### src/hdl/calc_pkg.sv
// Package for the channel alarm LED controller.
// Transaction types, op/kind/level codes, sizing constants and controller state type.
// No dependencies.
package calc_pkg;

	localparam int CHANNELS    = 4;
	localparam int REPORTS_MAX = 4;
	localparam int REPORTS     = (CHANNELS < REPORTS_MAX) ? CHANNELS : REPORTS_MAX;
	localparam int RPT_W       = (REPORTS > 1) ? $clog2(REPORTS) : 1;
	localparam int LED_PAD     = (CHANNELS > 4) ? CHANNELS : 4;

	// blink phase after reset: 0,0,1,0 for channels 0..3, 0 beyond
	localparam logic [15:0] PHASE_INIT_PAD = 16'h0004;
	localparam logic [CHANNELS-1:0] PHASE_RST = PHASE_INIT_PAD[CHANNELS-1:0];

	localparam logic [1:0] OP_CMD  = 2'd0;
	localparam logic [1:0] OP_TICK = 2'd1;
	localparam logic [1:0] OP_HB   = 2'd2;

	localparam logic [1:0] KIND_ACK  = 2'd0;
	localparam logic [1:0] KIND_HB   = 2'd1;
	localparam logic [1:0] KIND_TICK = 2'd2;

	localparam logic [1:0] LVL_NONE   = 2'd0;
	localparam logic [1:0] LVL_WARN   = 2'd1;
	localparam logic [1:0] LVL_DANGER = 2'd2;

	typedef struct packed {
		logic [1:0]  op;
		logic [7:0]  channel;
		logic [1:0]  level;
		logic        horn_pin;
		logic        beeper_pin;
		logic [31:0] now_ms;
	} req_t;

	typedef struct packed {
		logic [1:0]  kind;
		logic [7:0]  report_channel;
		logic        flag_red;
		logic        flag_yellow;
		logic        flag_green;
		logic        horn_on;
		logic        beeper_on;
		logic [31:0] stamp_ms;
		logic [3:0]  led_drive;
		logic        last;
	} rsp_t;

	typedef struct packed {
		logic capture;
		logic apply;
		logic load;
		logic idx_inc;
	} dp_cmd_t;

	typedef struct packed {
		logic [1:0] op;
		logic       idx_last;
		logic       slot_free;
	} dp_sts_t;

	typedef enum logic {
		ST_IDLE,
		ST_EXEC
	} ctrl_state_t;

endpackage

### src/hdl/calc_datapath.sv
// Datapath: held transaction, per-channel level/phase store, LED register,
// heartbeat index and registered response stage. Depends on calc_pkg.
module calc_datapath (
	input  logic              clk,
	input  logic              arst_n,
	input  calc_pkg::req_t    req,
	input  calc_pkg::dp_cmd_t cmd,
	output calc_pkg::dp_sts_t sts,
	output logic              rsp_valid,
	input  logic              rsp_ready,
	output calc_pkg::rsp_t    rsp
);
	import calc_pkg::*;

	req_t                item_q;
	logic [1:0]          risk_q  [CHANNELS];
	logic [CHANNELS-1:0] phase_q;
	logic [CHANNELS-1:0] led_q;
	logic [RPT_W-1:0]    idx_q;
	logic                rsp_valid_q;
	rsp_t                rsp_q;

	logic [CHANNELS-1:0] phase_nxt;
	logic [CHANNELS-1:0] led_nxt;
	logic [LED_PAD-1:0]  led_pad;
	logic                in_range;
	logic [1:0]          hb_lvl;
	logic [1:0]          rep_lvl;
	rsp_t                rsp_nxt;

	assign in_range = ({24'd0, item_q.channel} < 32'(CHANNELS));

	always_comb begin
		phase_nxt = phase_q;
		led_nxt   = led_q;
		for (int i = 0; i < CHANNELS; i++) begin
			if (item_q.op == OP_CMD) begin
				if (in_range && (item_q.channel == 8'(i))) begin
					unique case (item_q.level)
						LVL_WARN: begin
							phase_nxt[i] = 1'b1;
							led_nxt[i]   = 1'b1;
						end
						LVL_DANGER: begin
							phase_nxt[i] = 1'b0;
							led_nxt[i]   = 1'b1;
						end
						default: begin
							phase_nxt[i] = 1'b0;
							led_nxt[i]   = 1'b0;
						end
					endcase
				end
			end else begin
				unique case (risk_q[i])
					LVL_WARN: begin
						phase_nxt[i] = ~phase_q[i];
						led_nxt[i]   = ~phase_q[i];
					end
					LVL_DANGER: begin
						phase_nxt[i] = 1'b0;
						led_nxt[i]   = 1'b1;
					end
					default: begin
						phase_nxt[i] = 1'b0;
						led_nxt[i]   = 1'b0;
					end
				endcase
			end
		end
	end

	always_comb begin
		hb_lvl = LVL_NONE;
		for (int i = 0; i < REPORTS; i++) begin
			if (idx_q == RPT_W'(i)) begin
				hb_lvl = risk_q[i];
			end
		end
	end

	always_comb begin
		rsp_nxt = '0;
		rep_lvl = LVL_NONE;
		led_pad = LED_PAD'(led_q);
		unique case (item_q.op)
			OP_CMD: begin
				rep_lvl                = in_range ? item_q.level : LVL_NONE;
				led_pad                = LED_PAD'(led_nxt);
				rsp_nxt.kind           = KIND_ACK;
				rsp_nxt.report_channel = item_q.channel;
				rsp_nxt.last           = 1'b1;
			end
			OP_TICK: begin
				led_pad      = LED_PAD'(led_nxt);
				rsp_nxt.kind = KIND_TICK;
				rsp_nxt.last = 1'b1;
			end
			default: begin
				rep_lvl                = hb_lvl;
				rsp_nxt.kind           = KIND_HB;
				rsp_nxt.report_channel = 8'(idx_q);
				rsp_nxt.last           = (idx_q == RPT_W'(REPORTS - 1));
			end
		endcase
		if (item_q.op != OP_TICK) begin
			rsp_nxt.flag_red    = (rep_lvl == LVL_DANGER);
			rsp_nxt.flag_yellow = (rep_lvl == LVL_WARN);
			rsp_nxt.flag_green  = (rep_lvl == LVL_NONE);
			rsp_nxt.horn_on     = item_q.horn_pin;
			rsp_nxt.beeper_on   = item_q.beeper_pin;
			rsp_nxt.stamp_ms    = item_q.now_ms;
		end
		rsp_nxt.led_drive = led_pad[3:0];
	end

	always_ff @(posedge clk) begin
		if (cmd.capture) begin
			item_q <= req;
		end
		if (cmd.load) begin
			rsp_q <= rsp_nxt;
		end
	end

	always_ff @(posedge clk or negedge arst_n) begin
		if (!arst_n) begin
			for (int i = 0; i < CHANNELS; i++) begin
				risk_q[i] <= LVL_NONE;
			end
			phase_q     <= PHASE_RST;
			led_q       <= '0;
			idx_q       <= '0;
			rsp_valid_q <= 1'b0;
		end else begin
			if (cmd.apply) begin
				phase_q <= phase_nxt;
				led_q   <= led_nxt;
				for (int i = 0; i < CHANNELS; i++) begin
					if ((item_q.op == OP_CMD) && in_range && (item_q.channel == 8'(i))) begin
						risk_q[i] <= item_q.level;
					end
				end
			end
			if (cmd.capture) begin
				idx_q <= '0;
			end else if (cmd.idx_inc) begin
				idx_q <= idx_q + RPT_W'(1);
			end
			if (cmd.load) begin
				rsp_valid_q <= 1'b1;
			end else if (rsp_ready) begin
				rsp_valid_q <= 1'b0;
			end
		end
	end

	assign sts.op        = item_q.op;
	assign sts.idx_last  = (idx_q == RPT_W'(REPORTS - 1));
	assign sts.slot_free = !rsp_valid_q || rsp_ready;
	assign rsp_valid     = rsp_valid_q;
	assign rsp           = rsp_q;

endmodule

### src/hdl/calc_ctrl.sv
// Controller state machine: takes a transaction, then sequences update and
// response loads. Depends on calc_pkg.
module calc_ctrl (
	input  logic              clk,
	input  logic              arst_n,
	input  logic              req_valid,
	output logic              req_ready,
	input  calc_pkg::dp_sts_t sts,
	output calc_pkg::dp_cmd_t cmd
);
	import calc_pkg::*;

	ctrl_state_t state_q;
	ctrl_state_t state_nxt;

	always_ff @(posedge clk or negedge arst_n) begin
		if (!arst_n) begin
			state_q <= ST_IDLE;
		end else begin
			state_q <= state_nxt;
		end
	end

	always_comb begin
		state_nxt = state_q;
		cmd       = '0;
		req_ready = 1'b0;
		unique case (state_q)
			ST_IDLE: begin
				req_ready = 1'b1;
				if (req_valid) begin
					cmd.capture = 1'b1;
					state_nxt   = ST_EXEC;
				end
			end
			ST_EXEC: begin
				priority if (sts.op == OP_CMD || sts.op == OP_TICK) begin
					if (sts.slot_free) begin
						cmd.apply = 1'b1;
						cmd.load  = 1'b1;
						state_nxt = ST_IDLE;
					end
				end else if (sts.op == OP_HB) begin
					if (sts.slot_free) begin
						cmd.load = 1'b1;
						if (sts.idx_last) begin
							state_nxt = ST_IDLE;
						end else begin
							cmd.idx_inc = 1'b1;
						end
					end
				end else begin
					state_nxt = ST_IDLE;
				end
			end
			default: begin
				state_nxt = ST_IDLE;
			end
		endcase
	end

endmodule

### src/hdl/channel_alarm_led_controller.sv
// Channel alarm LED controller, top level: joins calc_ctrl and calc_datapath.
// Depends on calc_pkg, calc_ctrl, calc_datapath.
//
// Request channel (req_valid/req_ready, req): op selects command, LED refresh
// tick or heartbeat request. Response channel (rsp_valid/rsp_ready, rsp):
// acknowledge, refresh or heartbeat reports, last set on the final one.
// One transaction is worked on at a time by the controller FSM.
// Sequencing: the response is registered; a command or tick is captured in
// the idle state, and its single response is loaded in the execute state
// once the response register is free, then the FSM returns to idle to take
// a new request. A heartbeat loads one report per cycle, while the response
// register is free, from the held transaction and level store; four reports.
// Op 3 is dropped with no response.
// Reset: level store cleared to none, blink phases 0,0,1,0, LEDs off, no
// response pending. When the receiver stalls, the response register holds;
// the FSM still takes one more request, then waits before updating state or
// loading the next report, holding req_ready low until the register empties.
module channel_alarm_led_controller (
	input  logic           clk,
	input  logic           arst_n,
	input  logic           req_valid,
	output logic           req_ready,
	input  calc_pkg::req_t req,
	output logic           rsp_valid,
	input  logic           rsp_ready,
	output calc_pkg::rsp_t rsp
);
	import calc_pkg::*;

	dp_cmd_t cmd;
	dp_sts_t sts;

	calc_ctrl u_ctrl (
		.clk       (clk),
		.arst_n    (arst_n),
		.req_valid (req_valid),
		.req_ready (req_ready),
		.sts       (sts),
		.cmd       (cmd)
	);

	calc_datapath u_datapath (
		.clk       (clk),
		.arst_n    (arst_n),
		.req       (req),
		.cmd       (cmd),
		.sts       (sts),
		.rsp_valid (rsp_valid),
		.rsp_ready (rsp_ready),
		.rsp       (rsp)
	);

endmodule
### config.mk
export PLATFORM = sky130hd
export DESIGN_NAME = channel_alarm_led_controller
export DESIGN_NICKNAME = d
export VERILOG_FILES = /design/src/hdl/calc_pkg.sv /design/src/hdl/calc_datapath.sv /design/src/hdl/calc_ctrl.sv /design/src/hdl/channel_alarm_led_controller.sv
export SDC_FILE = /design/constraint.sdc
export NUM_CORES = 1
export LEC_CHECK = 0
export ABC_AREA = 1
export BUFFER_PORTS_ARGS = -buffer_cell sky130_fd_sc_hd__buf_2
export CORE_MARGIN = 8
export CORE_UTILIZATION = 54
export DETAILED_ROUTE_END_ITERATION = 6
export PLACE_DENSITY = 0.81
export SKIP_LAST_GASP = 1
export SLEW_MARGIN = 20
export SYNTH_ARGS = -nofsm -noshare
export SYNTH_HDL_FRONTEND = slang
export SYNTH_SLANG_ARGS = --single-unit
### constraint.sdc
create_clock -name clk -period 4.7 [get_ports clk]
set_input_delay 0.94 -clock clk [delete_from_list [all_inputs] [get_ports clk]]
set_output_delay 0.94 -clock clk [all_outputs]
set_load 0.02 [all_outputs]
==> results.yml, run 1 <==
run_status:
  status: "finished clean"
critical_path:
  critical_path_peak_fanout: 35
  critical-path-slowest-cell: "sky130_fd_sc_hd__edfxtp_1"
  timing.critical_path.arrival_ns: 2.39
  cpPeakStageDelay_ns: 0.59
  setup.worst_path.start_class: "register"
  critical_path.cell_chain: "inv_4, o21ai_1, nor2_4, buf_4"
  critPathBufInv: 2
  path_delay_family: "buffers and inverters"
  worst-r2r-cell-count: 4
  cp.depth: 4
  path_class: "register to register"
  critPathCaptureType: "register"
  required_ns: 4.86
floorplan:
  i_o_pins: 104
  chipHeight_um: 111
  rows: 34
  die_x_um: 111
  initial_core_util_pct: 55.6
  core-area_sq_um: 8680
  design.die.area_sq_um: 12200
clocking:
  tritoncts: "done"
  root_buffer_cell: "sky130_fd_sc_hd__clkbuf_8"
  clockBufferDepth: 2
  cts.sink_count: 118
  ctsResizeCount: 0
  cts_max_level: 4
  post-cts-setup-buffer-count: 0
  total_of_hold_buffers_inserted_after_clock_tree_synthesis: 0
  clkTransAtPathRegs_ns: 0.06
  insertion_delay_ns: 0.51
  number_of_buffers_created_by_cts: 17
placed_design:
  dp_hpwl_mm: 7.42
  place.port_buffers: 103
  placement.cell_area_sq_um: 5460
  routabilityCongestion: 0.935
timing:
  fmax_ghz: 0.448
  final_setup_tns_ns: 0
  post-route-period-util_pct: 47.5
  number_of_hold_violations_in_the_final_report: 0
  grt_setup_unrepaired: "false"
  post-route-min-period_ns: 2.23
  timing_worst_slew_pin_value_ns: 0.947
  setup_viol: 0
  timing_max_transition_violations_final: 0
  hold_ws_ns: 0.383
  timing.clock.skew_ns: 0.00592
  max-slew-margin-rel_pct: 36.8
power:
  static-leakage-power_nw: 2.67
  power.share.combinational_pct: 17.7
  power_report.internal_total_w: 0.00228
  seq_power_share_pct: 44.2
  power_frac_clock_pct: 38.0
  power_density_nw_per_um2: 536
  vdd_ir_drop_max_v: 0.000352
  p_sw_share_pct: 29.5
  power.net_switching_w: 0.000953
synth:
  yosys-top-cells-count: "sky130_fd_sc_hd__edfxtp_1, sky130_fd_sc_hd__inv_1, sky130_fd_sc_hd__nor2_1"
  syn-cell-area_sq_um: 4830
  netlist.area_leader.share_pct: 60.9
  synthMostInstantiatedCell: "sky130_fd_sc_hd__edfxtp_1"
  synth.avg_cell_area_sq_um: 12.0
  synth_enable_flop_cells: 98
  synth.lib_cells_used.distinct: 31
  synth_async_sr_flop_share_pct: 16.9
  synth.yosys.warnings: 0
  ys_seq_area_share_pct: 71.3
  syn_nets: 467
  ys_dominant_reg_cell: "sky130_fd_sc_hd__edfxtp_1"
  synth_area_leader_cell: "sky130_fd_sc_hd__edfxtp_1"
  synth_seq_cells: 118
  netlist_top_cells_area: "sky130_fd_sc_hd__edfxtp_1, sky130_fd_sc_hd__dfrtp_1, sky130_fd_sc_hd__inv_1, sky130_fd_sc_hd__nor2_1, sky130_fd_sc_hd__nand2_1"
  netlist_instances: 404
global_route:
  global_route.overflow_total: 0
  initial_antenna_violation_count: 0
  vias_in_the_first_global_route: 3396
  grt_first_pass_wirelength_mm: 16.7
  groute.usage.overall_pct: 17.7
  grt_start_max_net_pins: 47
detailed_routing:
  drt_drc_violations_left: 0
  final_antenna_net_count: 0
  drt_first_iter_violations: 185
  drt-vias-per-instance: 5.04
  routed_wire_length_per_instance_um: 16.4
  drtPass1Iterations: 5
  dr_total_vias: 3235
  drt_wl_total_mm: 10.6
layout:
  fillCellCount: 595
  drive_gt1_share_pct: 31.0
  design_area_sq_um: 6030
  final_net_count: 584
  syn2layout_area_growth_pct: 24.8
flow_run:
  maxCapViolations: 0
min_path:
  hold_class: "input port to asynchronous set/reset pin"
-- layout by cell type (no fill, tap or decap), types with 4 or more instances in the layout --
cell and n:
sky130_fd_sc_hd__buf_2 103, sky130_fd_sc_hd__edfxtp_1 98, sky130_fd_sc_hd__inv_1 70, sky130_fd_sc_hd__nor2_1 60
sky130_fd_sc_hd__nand2_1 58, sky130_fd_sc_hd__dfrtp_1 19, sky130_fd_sc_hd__a21oi_1 18, sky130_fd_sc_hd__clkbuf_16 16
sky130_fd_sc_hd__nand3_1 13, sky130_fd_sc_hd__ha_1 13, sky130_fd_sc_hd__inv_2 9, sky130_fd_sc_hd__o21ai_1 8
sky130_fd_sc_hd__nor2_4 4, sky130_fd_sc_hd__clkinv_4 4
-- flip-flops by register name, summed over array words and instances, names as in the netlist --
signal                flops
u_datapath.risk_q         8
u_datapath.item_q        44
u_datapath.phase_q        4
u_datapath.rsp_valid      1
u_ctrl.state_q            1
u_datapath.idx_q          2
u_datapath.rsp           52
u_datapath.sts            2
u_datapath.led_q          4
-- per-layer routing --
layer	share of wire [%]	vias to the layer above	GRT usage (%)
met1	38	1498	19.2
met4	1.9	0	8.56
li1	-	1555	-
met2	52	164	29.8
met5	0	-	0
met3	7.7	18	6.55
-- power by group through the flow --
stage               registers (W)  clock network, W  logic [W]
floorplan                 0.00156                 0   0.000257
global placement          0.00144                 0   0.000549
detailed placement        0.00145                 0   0.000569
CTS                       0.00143           0.00124   0.000574
global route              0.00144           0.00128   0.000625
finish                    0.00143           0.00123   0.000572
-- cells by family (layout without fill, tap and decap cells) --
group | Yosys count | in the layout | share of synthesized area (%)
AND/OR/NAND/NOR | 149 | 149 | 13.8
adder cells (fa/ha/maj) | 13 | 13 | 3.37
flip-flops | 118 | 118 | 71.3
buffers and inverters | 87 | 216 | 7.23
other | 0 | 1 | 0
AO/OA/AOI/OAI | 37 | 37 | 4.25
-- layout make-up --
| class | instances | area, sq um | area share, % |
|---|---|---|---|
| multi-input combinational | 199 | 1040 | 17.3 |
| timing repair buffer | 105 | 531 | 8.80 |
| clock inverter | 14 | 154 | 2.55 |
| tap | 108 | 135 | 2.24 |
| antenna | 1 | 2.50 | 0.0415 |
| clock buffer | 17 | 414 | 6.87 |
| sequential | 118 | 3440 | 57.2 |
| inverter | 80 | 303 | 5.02 |
-- final timing paths --
path	from	endpoint	slack [ns]
hold reg to reg	u_datapath.phase_q[2]$_DFFE_PN1P_	u_datapath.phase_q[2]$_DFFE_PN1P_	0.49
min in group clk	u_datapath.phase_q[2]$_DFFE_PN1P_	u_datapath.phase_q[2]$_DFFE_PN1P_	0.49
setup / recovery	u_datapath.sts[3]$_DFFE_PP_	u_datapath.rsp[26]$_SDFFCE_PN0P_	2.47
setup reg to reg	u_datapath.sts[3]$_DFFE_PP_	u_datapath.rsp[26]$_SDFFCE_PN0P_	2.47
hold / removal	arst_n	u_datapath.led_q[0]$_DFFE_PN0P_	0.38
max in group asynchronous	arst_n	u_datapath.phase_q[2]$_DFFE_PN1P_	3.97
-- worst register-to-register path: stages, from the launching register on --
cell	delay (ns)
sky130_fd_sc_hd__edfxtp_1	0.59
sky130_fd_sc_hd__inv_4	0.23
sky130_fd_sc_hd__o21ai_1	0.15
sky130_fd_sc_hd__nor2_4	0.40
sky130_fd_sc_hd__buf_4	0.50
-- metrics by stage --
step                power [W]  util [%]  setup WS [ns]  cells
finish                0.00323      69.4           2.47    642
global route          0.00335      69.4           2.30    641
CTS                   0.00324      69.4           2.46    641
detailed placement    0.00201      62.9           2.31    610
global placement      0.00199      62.9           2.36    610
floorplan             0.00181         -           1.05    404
Note: power is estimated with default switching activity, not from simulation.
==> inputs of run 2 (changes only) <==
--- a/config.mk
+++ b/config.mk
@@ -8,9 +8,9 @@
 export ABC_AREA = 1
 export BUFFER_PORTS_ARGS = -buffer_cell sky130_fd_sc_hd__buf_2
 export CORE_MARGIN = 8
-export CORE_UTILIZATION = 54
+export CORE_UTILIZATION = 49
 export DETAILED_ROUTE_END_ITERATION = 6
-export PLACE_DENSITY = 0.81
+export PLACE_DENSITY = 0.78
 export SKIP_LAST_GASP = 1
 export SLEW_MARGIN = 20
 export SYNTH_ARGS = -nofsm -noshare
==> constraint.sdc (replaced) <==
create_clock -name clk -period 2 [get_ports clk]
set_input_delay 0.4 -clock clk [delete_from_list [all_inputs] [get_ports clk]]
set_output_delay 0.4 -clock clk [all_outputs]
set_load 0.02 [all_outputs]
==> results.yml, run 2 (synthesis gave the netlist of run 1 again) <==
floorplan:
  chipHeight_um: 115
  initial_core_util_pct: 49.9
  core-area_sq_um: 9680
  design.die.area_sq_um: 13300
  rows: 36
  i_o_pins: 104
  die_x_um: 115
placed_design:
  place_worst_setup_slack_ns: 0.429
  placement.cell_area_sq_um: 5560
  place.port_buffers: 103
  routabilityCongestion: 0.901
  dp_hpwl_mm: 7.18
  dp_cells: 639
clocking:
  tritoncts: "done"
  clkTransAtPathRegs_ns: 0.06
  cts.sink_count: 118
  cts_max_level: 4
  number_of_buffers_created_by_cts: 17
  insertion_delay_ns: 0.51
  root_buffer_cell: "sky130_fd_sc_hd__clkbuf_8"
  clockBufferDepth: 2
  ctsResizeCount: 0
layout:
  antenna_cells_inserted: 0
  syn2layout_area_growth_pct: 26.6
  final_net_count: 589
  drive_gt1_share_pct: 31.4
  ff_latch_area_sq_um: 3440
  multi_input_area_sq_um: 1050
  final_cell_mix: "sky130_fd_sc_hd__buf_2, sky130_fd_sc_hd__edfxtp_1, sky130_fd_sc_hd__inv_1"
  design_area_sq_um: 6110
  fillCellCount: 717
  layout.cells.non_filler: 672
  layout_commonest_cell: "sky130_fd_sc_hd__buf_2"
  largest_register_ffs: 52
timing:
  timing_worst_slew_pin_value_ns: 0.489
  grt_setup_unrepaired: "false"
  setup_viol: 0
  post-route-worst-setup-slack_ns: 0.381
  timing_max_transition_violations_final: 0
  max-slew-margin-rel_pct: 67.4
  number_of_hold_violations_in_the_final_report: 0
  timing.clock.skew_ns: 0.00751
  final_setup_tns_ns: 0
  fmax_ghz: 0.618
  post-route-min-period_ns: 1.62
  post-route-period-util_pct: 81.0
min_path:
  hold_class: "input port to register"
  min-delay-start: "req[31]"
  min_path_cells: 1
critical_path:
  required_ns: 2.26
  path_class: "register to register"
  timing.critical_path.arrival_ns: 1.88
  worst-r2r-cell-count: 6
  critPathCaptureType: "register"
  setup.worst_path.start_class: "register"
  critical_path_start: "u_datapath.sts[3]$_DFFE_PP_"
  critical_path_peak_fanout: 17
  critical_path.reg2reg.startpoint: "u_datapath.sts[3]$_DFFE_PP_"
detailed_routing:
  dr_total_vias: 3158
  routed_wire_length_per_instance_um: 14.8
  drt_wl_total_mm: 9.98
  drt-vias-per-instance: 4.70
  drt_first_iter_violations: 202
  drt_drc_violations_left: 0
  drtPass1Iterations: 6
  final_antenna_net_count: 0
global_route:
  groute.usage.overall_pct: 15.9
  vias_in_the_first_global_route: 3264
  initial_antenna_violation_count: 0
  global_route.overflow_total: 0
  grt_first_pass_wirelength_mm: 15.7
  grt_start_max_net_pins: 52
flow_run:
  maxCapViolations: 0
power:
  power_density_nw_per_um2: 1220
  vdd_ir_drop_max_v: 0.000786
  static-leakage-power_nw: 2.70
run_status:
  status: "finished clean"
-- run 2: changes by cell type in the layout (fill, tap and decap cells not counted), sizes merged --
cell / delta
buf: +4
diode: -1
clkinvlp: -2
clkinv: +4
dlygate4sd3: +1
bufinv: -1
-- run 2: routing by layer --
metal  share of wire [%]  wire [um]  vias up  GRT usage [%]
li1                    -          -     1558              -
met1                  40       4040     1468           17.8
met2                  50       5010      112           26.3
met3                 6.6        654       20           5.57
met4                 2.7        274        0           8.58
met5                   0          0        -              0
-- run 2: report_power, final --
group	internal (W)	switching [W]	total (W)
sequential	0.00319	0.000139	0.00333
clock	0.00165	0.00109	0.00273
combinational	0.000429	0.000993	0.00142
total	0.00527	0.00222	0.00748
-- run 2: area by class of cell --
| class | instances | area share [%] |
|---|---|---|
| timing repair buffer | 110 | 9.95 |
| clock inverter | 15 | 2.13 |
| clock buffer | 17 | 6.78 |
| multi-input combinational | 199 | 17.1 |
| tap | 133 | 2.72 |
| sequential | 118 | 56.4 |
| inverter | 80 | 4.95 |
-- run 2: path summary, 6_finish.rpt --
check                                                    endpoint  slack [ns]
min in group asynchronous        u_datapath.risk_q[2]$_DFFE_PN0P_        0.40
max in group asynchronous       u_datapath.phase_q[2]$_DFFE_PN1P_        1.24
worst min register to register  u_datapath.phase_q[2]$_DFFE_PN1P_        0.49
worst min-delay path              u_datapath.item_q[31]$_DFFE_PP_        0.07
worst max-delay path             u_datapath.rsp[39]$_SDFFCE_PN0P_        0.38
worst max register to register   u_datapath.rsp[39]$_SDFFCE_PN0P_        0.38
-- run 2: what timing repair did --
item	in CTS	in global routing
endpoints found under the hold margin	19	0
hold buffers	1	0
buffers inserted	0	0
-- run 2: per-stage QoR --
stage	total power (W)	util (%)	hold slack, ns
2_1_floorplan	0.00426	-	0.104
3_3_place_gp	0.00473	57.4	0.382
3_5_place_dp	0.00479	57.4	0.392
4_1_cts	0.00755	63.1	0.0399
5_1_grt	0.00782	63.1	0.0364
6_report	0.00748	63.1	0.0657
-- run 2: worst max-delay path, cell delays in order, from the launching register on --
cell	delay, ns
sky130_fd_sc_hd__edfxtp_1	0.42
sky130_fd_sc_hd__inv_4	0.17
sky130_fd_sc_hd__nand2_4	0.15
sky130_fd_sc_hd__nor3_2	0.31
sky130_fd_sc_hd__nand2_1	0.13
sky130_fd_sc_hd__nand3b_1	0.13
sky130_fd_sc_hd__nor2_1	0.06
==> inputs of run 3 (changes only) <==
==> constraint.sdc (replaced) <==
create_clock -name clk -period 1.34 [get_ports clk]
set_input_delay 0.268 -clock clk [delete_from_list [all_inputs] [get_ports clk]]
set_output_delay 0.268 -clock clk [all_outputs]
set_load 0.02 [all_outputs]
==> results.yml, run 3 (synthesis gave the netlist of run 1 again) <==
run_status:
  status: "finished with violations"
  violations: "setup timing"
timing:
  post-route-period-util_pct: 122
  post-route-min-period_ns: 1.64
  number_of_hold_violations_in_the_final_report: 0
  timing_max_transition_violations_final: 0
  setup_viol: 180
  max-slew-margin-rel_pct: 64.4
  post-route-worst-setup-slack_ns: -0.298
  grt_setup_unrepaired: "true"
  fmax_ghz: 0.611
  timing_worst_slew_pin_value_ns: 0.534
  timing.clock.skew_ns: 0.0116
layout:
  fillCellCount: 427
  largest_register_ffs: 52
  layout.cells.non_filler: 784
  multi_input_area_sq_um: 1380
  ff_latch_area_sq_um: 3450
  layout_commonest_cell: "sky130_fd_sc_hd__edfxtp_1"
  final_net_count: 700
  drive_gt1_share_pct: 45.5
  syn2layout_area_growth_pct: 65.4
  postLayoutCoreUtil_pct: 82.5
  final_cell_mix: "sky130_fd_sc_hd__edfxtp_1, sky130_fd_sc_hd__inv_1, sky130_fd_sc_hd__buf_2"
critical_path:
  required_ns: 1.61
  critical-path-slowest-cell: "sky130_fd_sc_hd__dfrtp_1"
  critPathCaptureType: "register"
  cpPeakStageDelay_ns: 0.45
  worst-r2r-cell-count: 8
  path_class: "register to register"
  timing.critical_path.arrival_ns: 1.91
  critical_path.cell_chain: "buf_6, ha_4, inv_4, buf_6, nor3_4, a21oi_4, nand3b_1, nor2_1"
  cp.depth: 8
  critPathBufInv: 3
  path_delay_family: "flip-flops"
  path_common_cell: "sky130_fd_sc_hd__buf_6"
  setup.worst_path.start_class: "register"
  critical_path_peak_fanout: 4
placed_design:
  place.port_buffers: 103
  dp_cells: 665
  dp_hpwl_mm: 7.83
  routabilityCongestion: 0.872
floorplan:
  chipHeight_um: 115
  design.die.area_sq_um: 13300
  initial_core_util_pct: 49.9
  core-area_sq_um: 9680
  i_o_pins: 104
  rows: 36
  die_x_um: 115
clocking:
  clkTransAtPathRegs_ns: 0.07
  number_of_buffers_created_by_cts: 17
  insertion_delay_ns: 0.53
  tritoncts: "done"
  cts_max_level: 4
  cts.sink_count: 118
  root_buffer_cell: "sky130_fd_sc_hd__clkbuf_8"
  clockBufferDepth: 2
global_route:
  grt_first_pass_wirelength_mm: 21.9
  grt_start_max_net_pins: 36
  global_route.overflow_total: 0
  groute.usage.overall_pct: 22.6
  vias_in_the_first_global_route: 4218
  initial_antenna_violation_count: 1
detailed_routing:
  drt_first_iter_violations: 435
  drt-vias-per-instance: 5.47
  drtPass1Iterations: 7
  final_antenna_net_count: 0
  routed_wire_length_per_instance_um: 24.7
  drt_drc_violations_left: 0
  drt_wl_total_mm: 19.4
  dr_total_vias: 4292
power:
  power.share.combinational_pct: 29.9
  seq_power_share_pct: 37.3
  p_sw_share_pct: 33.5
  power.net_switching_w: 0.00462
  power_report.internal_total_w: 0.00920
  power_density_nw_per_um2: 1730
  vdd_ir_drop_max_v: 0.00115
  power_frac_clock_pct: 32.7
  static-leakage-power_nw: 3.49
min_path:
  min_path_cells: 4
  hold_class: "input port to register"
flow_run:
  maxCapViolations: 0
-- run 3: changes by cell type in the layout (fill, tap and decap cells not counted), moves of 7 or more --
cell | previous run | this run
sky130_fd_sc_hd__nand2_2 | 3 | 14
sky130_fd_sc_hd__nand3_1 | 13 | 3
sky130_fd_sc_hd__nand2_1 | 58 | 40
sky130_fd_sc_hd__nand2_4 | 1 | 8
sky130_fd_sc_hd__nand3_2 | 1 | 9
sky130_fd_sc_hd__nor2_1 | 60 | 50
sky130_fd_sc_hd__nor2_4 | 4 | 12
sky130_fd_sc_hd__dlygate4sd3_1 | 1 | 47
sky130_fd_sc_hd__clkbuf_16 | 16 | 23
sky130_fd_sc_hd__buf_4 | 3 | 38
sky130_fd_sc_hd__a21oi_1 | 18 | 11
sky130_fd_sc_hd__buf_2 | 103 | 61
sky130_fd_sc_hd__buf_6 | 0 | 58
-- run 3: tightest hold or removal path, stage by stage --
cell and delay (ns):
sky130_fd_sc_hd__buf_2 0.11, sky130_fd_sc_hd__nor2_4 0.07, sky130_fd_sc_hd__inv_4 0.11, sky130_fd_sc_hd__nand2_1 0.10
-- run 3: stage by stage --
| step | instance area (sq um) | power, W | setup TNS, ns | setup slack, ns | hold slack (ns) |
|---|---|---|---|---|---|
| floorplan | 4850 | 0.00638 | -47.36 | -0.636 | -0.0276 |
| global placement | 5800 | 0.00731 | -0.195 | -0.0505 | 0.257 |
| detailed placement | 5800 | 0.00742 | -1.72 | -0.121 | 0.264 |
| CTS | 7150 | 0.0123 | -3.18 | -0.0627 | 0.123 |
| global route | 7990 | 0.0142 | -20.31 | -0.414 | 0.191 |
| finish | 7990 | 0.0138 | -15.25 | -0.298 | 0.203 |
-- run 3: area by class of cell --
type / instances / share of cell area, %
timing repair buffer: 221 / 26.2
antenna: 1 / 0.0313
tap: 133 / 2.08
inverter: 80 / 4.03
clock buffer: 17 / 5.18
clock inverter: 15 / 1.99
multi-input combinational: 199 / 17.3
sequential: 118 / 43.2
-- run 3: path summary, 6_finish.rpt --
| check | from | end | slack, ns |
|---|---|---|---|
| min in group asynchronous | arst_n | u_datapath.risk_q[7]$_DFFE_PN0P_ | 0.26 |
| max reg2reg | u_datapath.idx_q[0]$_DFFE_PN0P_ | u_datapath.rsp[39]$_SDFFCE_PN0P_ | -0.30 |
| max in group asynchronous | arst_n | u_datapath.risk_q[4]$_DFFE_PN0P_ | 0.69 |
| max | u_datapath.idx_q[0]$_DFFE_PN0P_ | u_datapath.rsp[39]$_SDFFCE_PN0P_ | -0.30 |
| min | rsp_ready | u_datapath.rsp_valid$_DFFE_PN0P_ | 0.20 |
| min reg2reg | u_datapath.phase_q[0]$_DFFE_PN0P_ | u_datapath.phase_q[0]$_DFFE_PN0P_ | 0.53 |
-- run 3: layer usage --
layer  vias to the layer above  track usage [%]  routed length, um
met2                       374             40.6              10300
met4                         0             16.0               1140
met3                       106             6.78               1690
met1                      2031             21.8               6230
li1                       1781                -                  -
met5                         -                0                  0
-- run 3: power by group through the flow --
stage               Combinational, W  Sequential, W  Clock [W]
floorplan                   0.000932        0.00545          0
global placement             0.00228        0.00503          0
detailed placement           0.00238        0.00504          0
CTS                          0.00293        0.00500    0.00439
global route                 0.00427        0.00519    0.00471
finish                       0.00414        0.00516    0.00453
-- run 3: repair_timing --
action | CTS | global route
pin swaps | 12 | 41
gates resized for setup | 62 | 128
setup buffers | 9 | 20
hold buffers | 47 | 0
endpoints found under the hold margin | 65 | 0
gates cloned | 1 | 10
endpoints found under the setup margin | 83 | 190
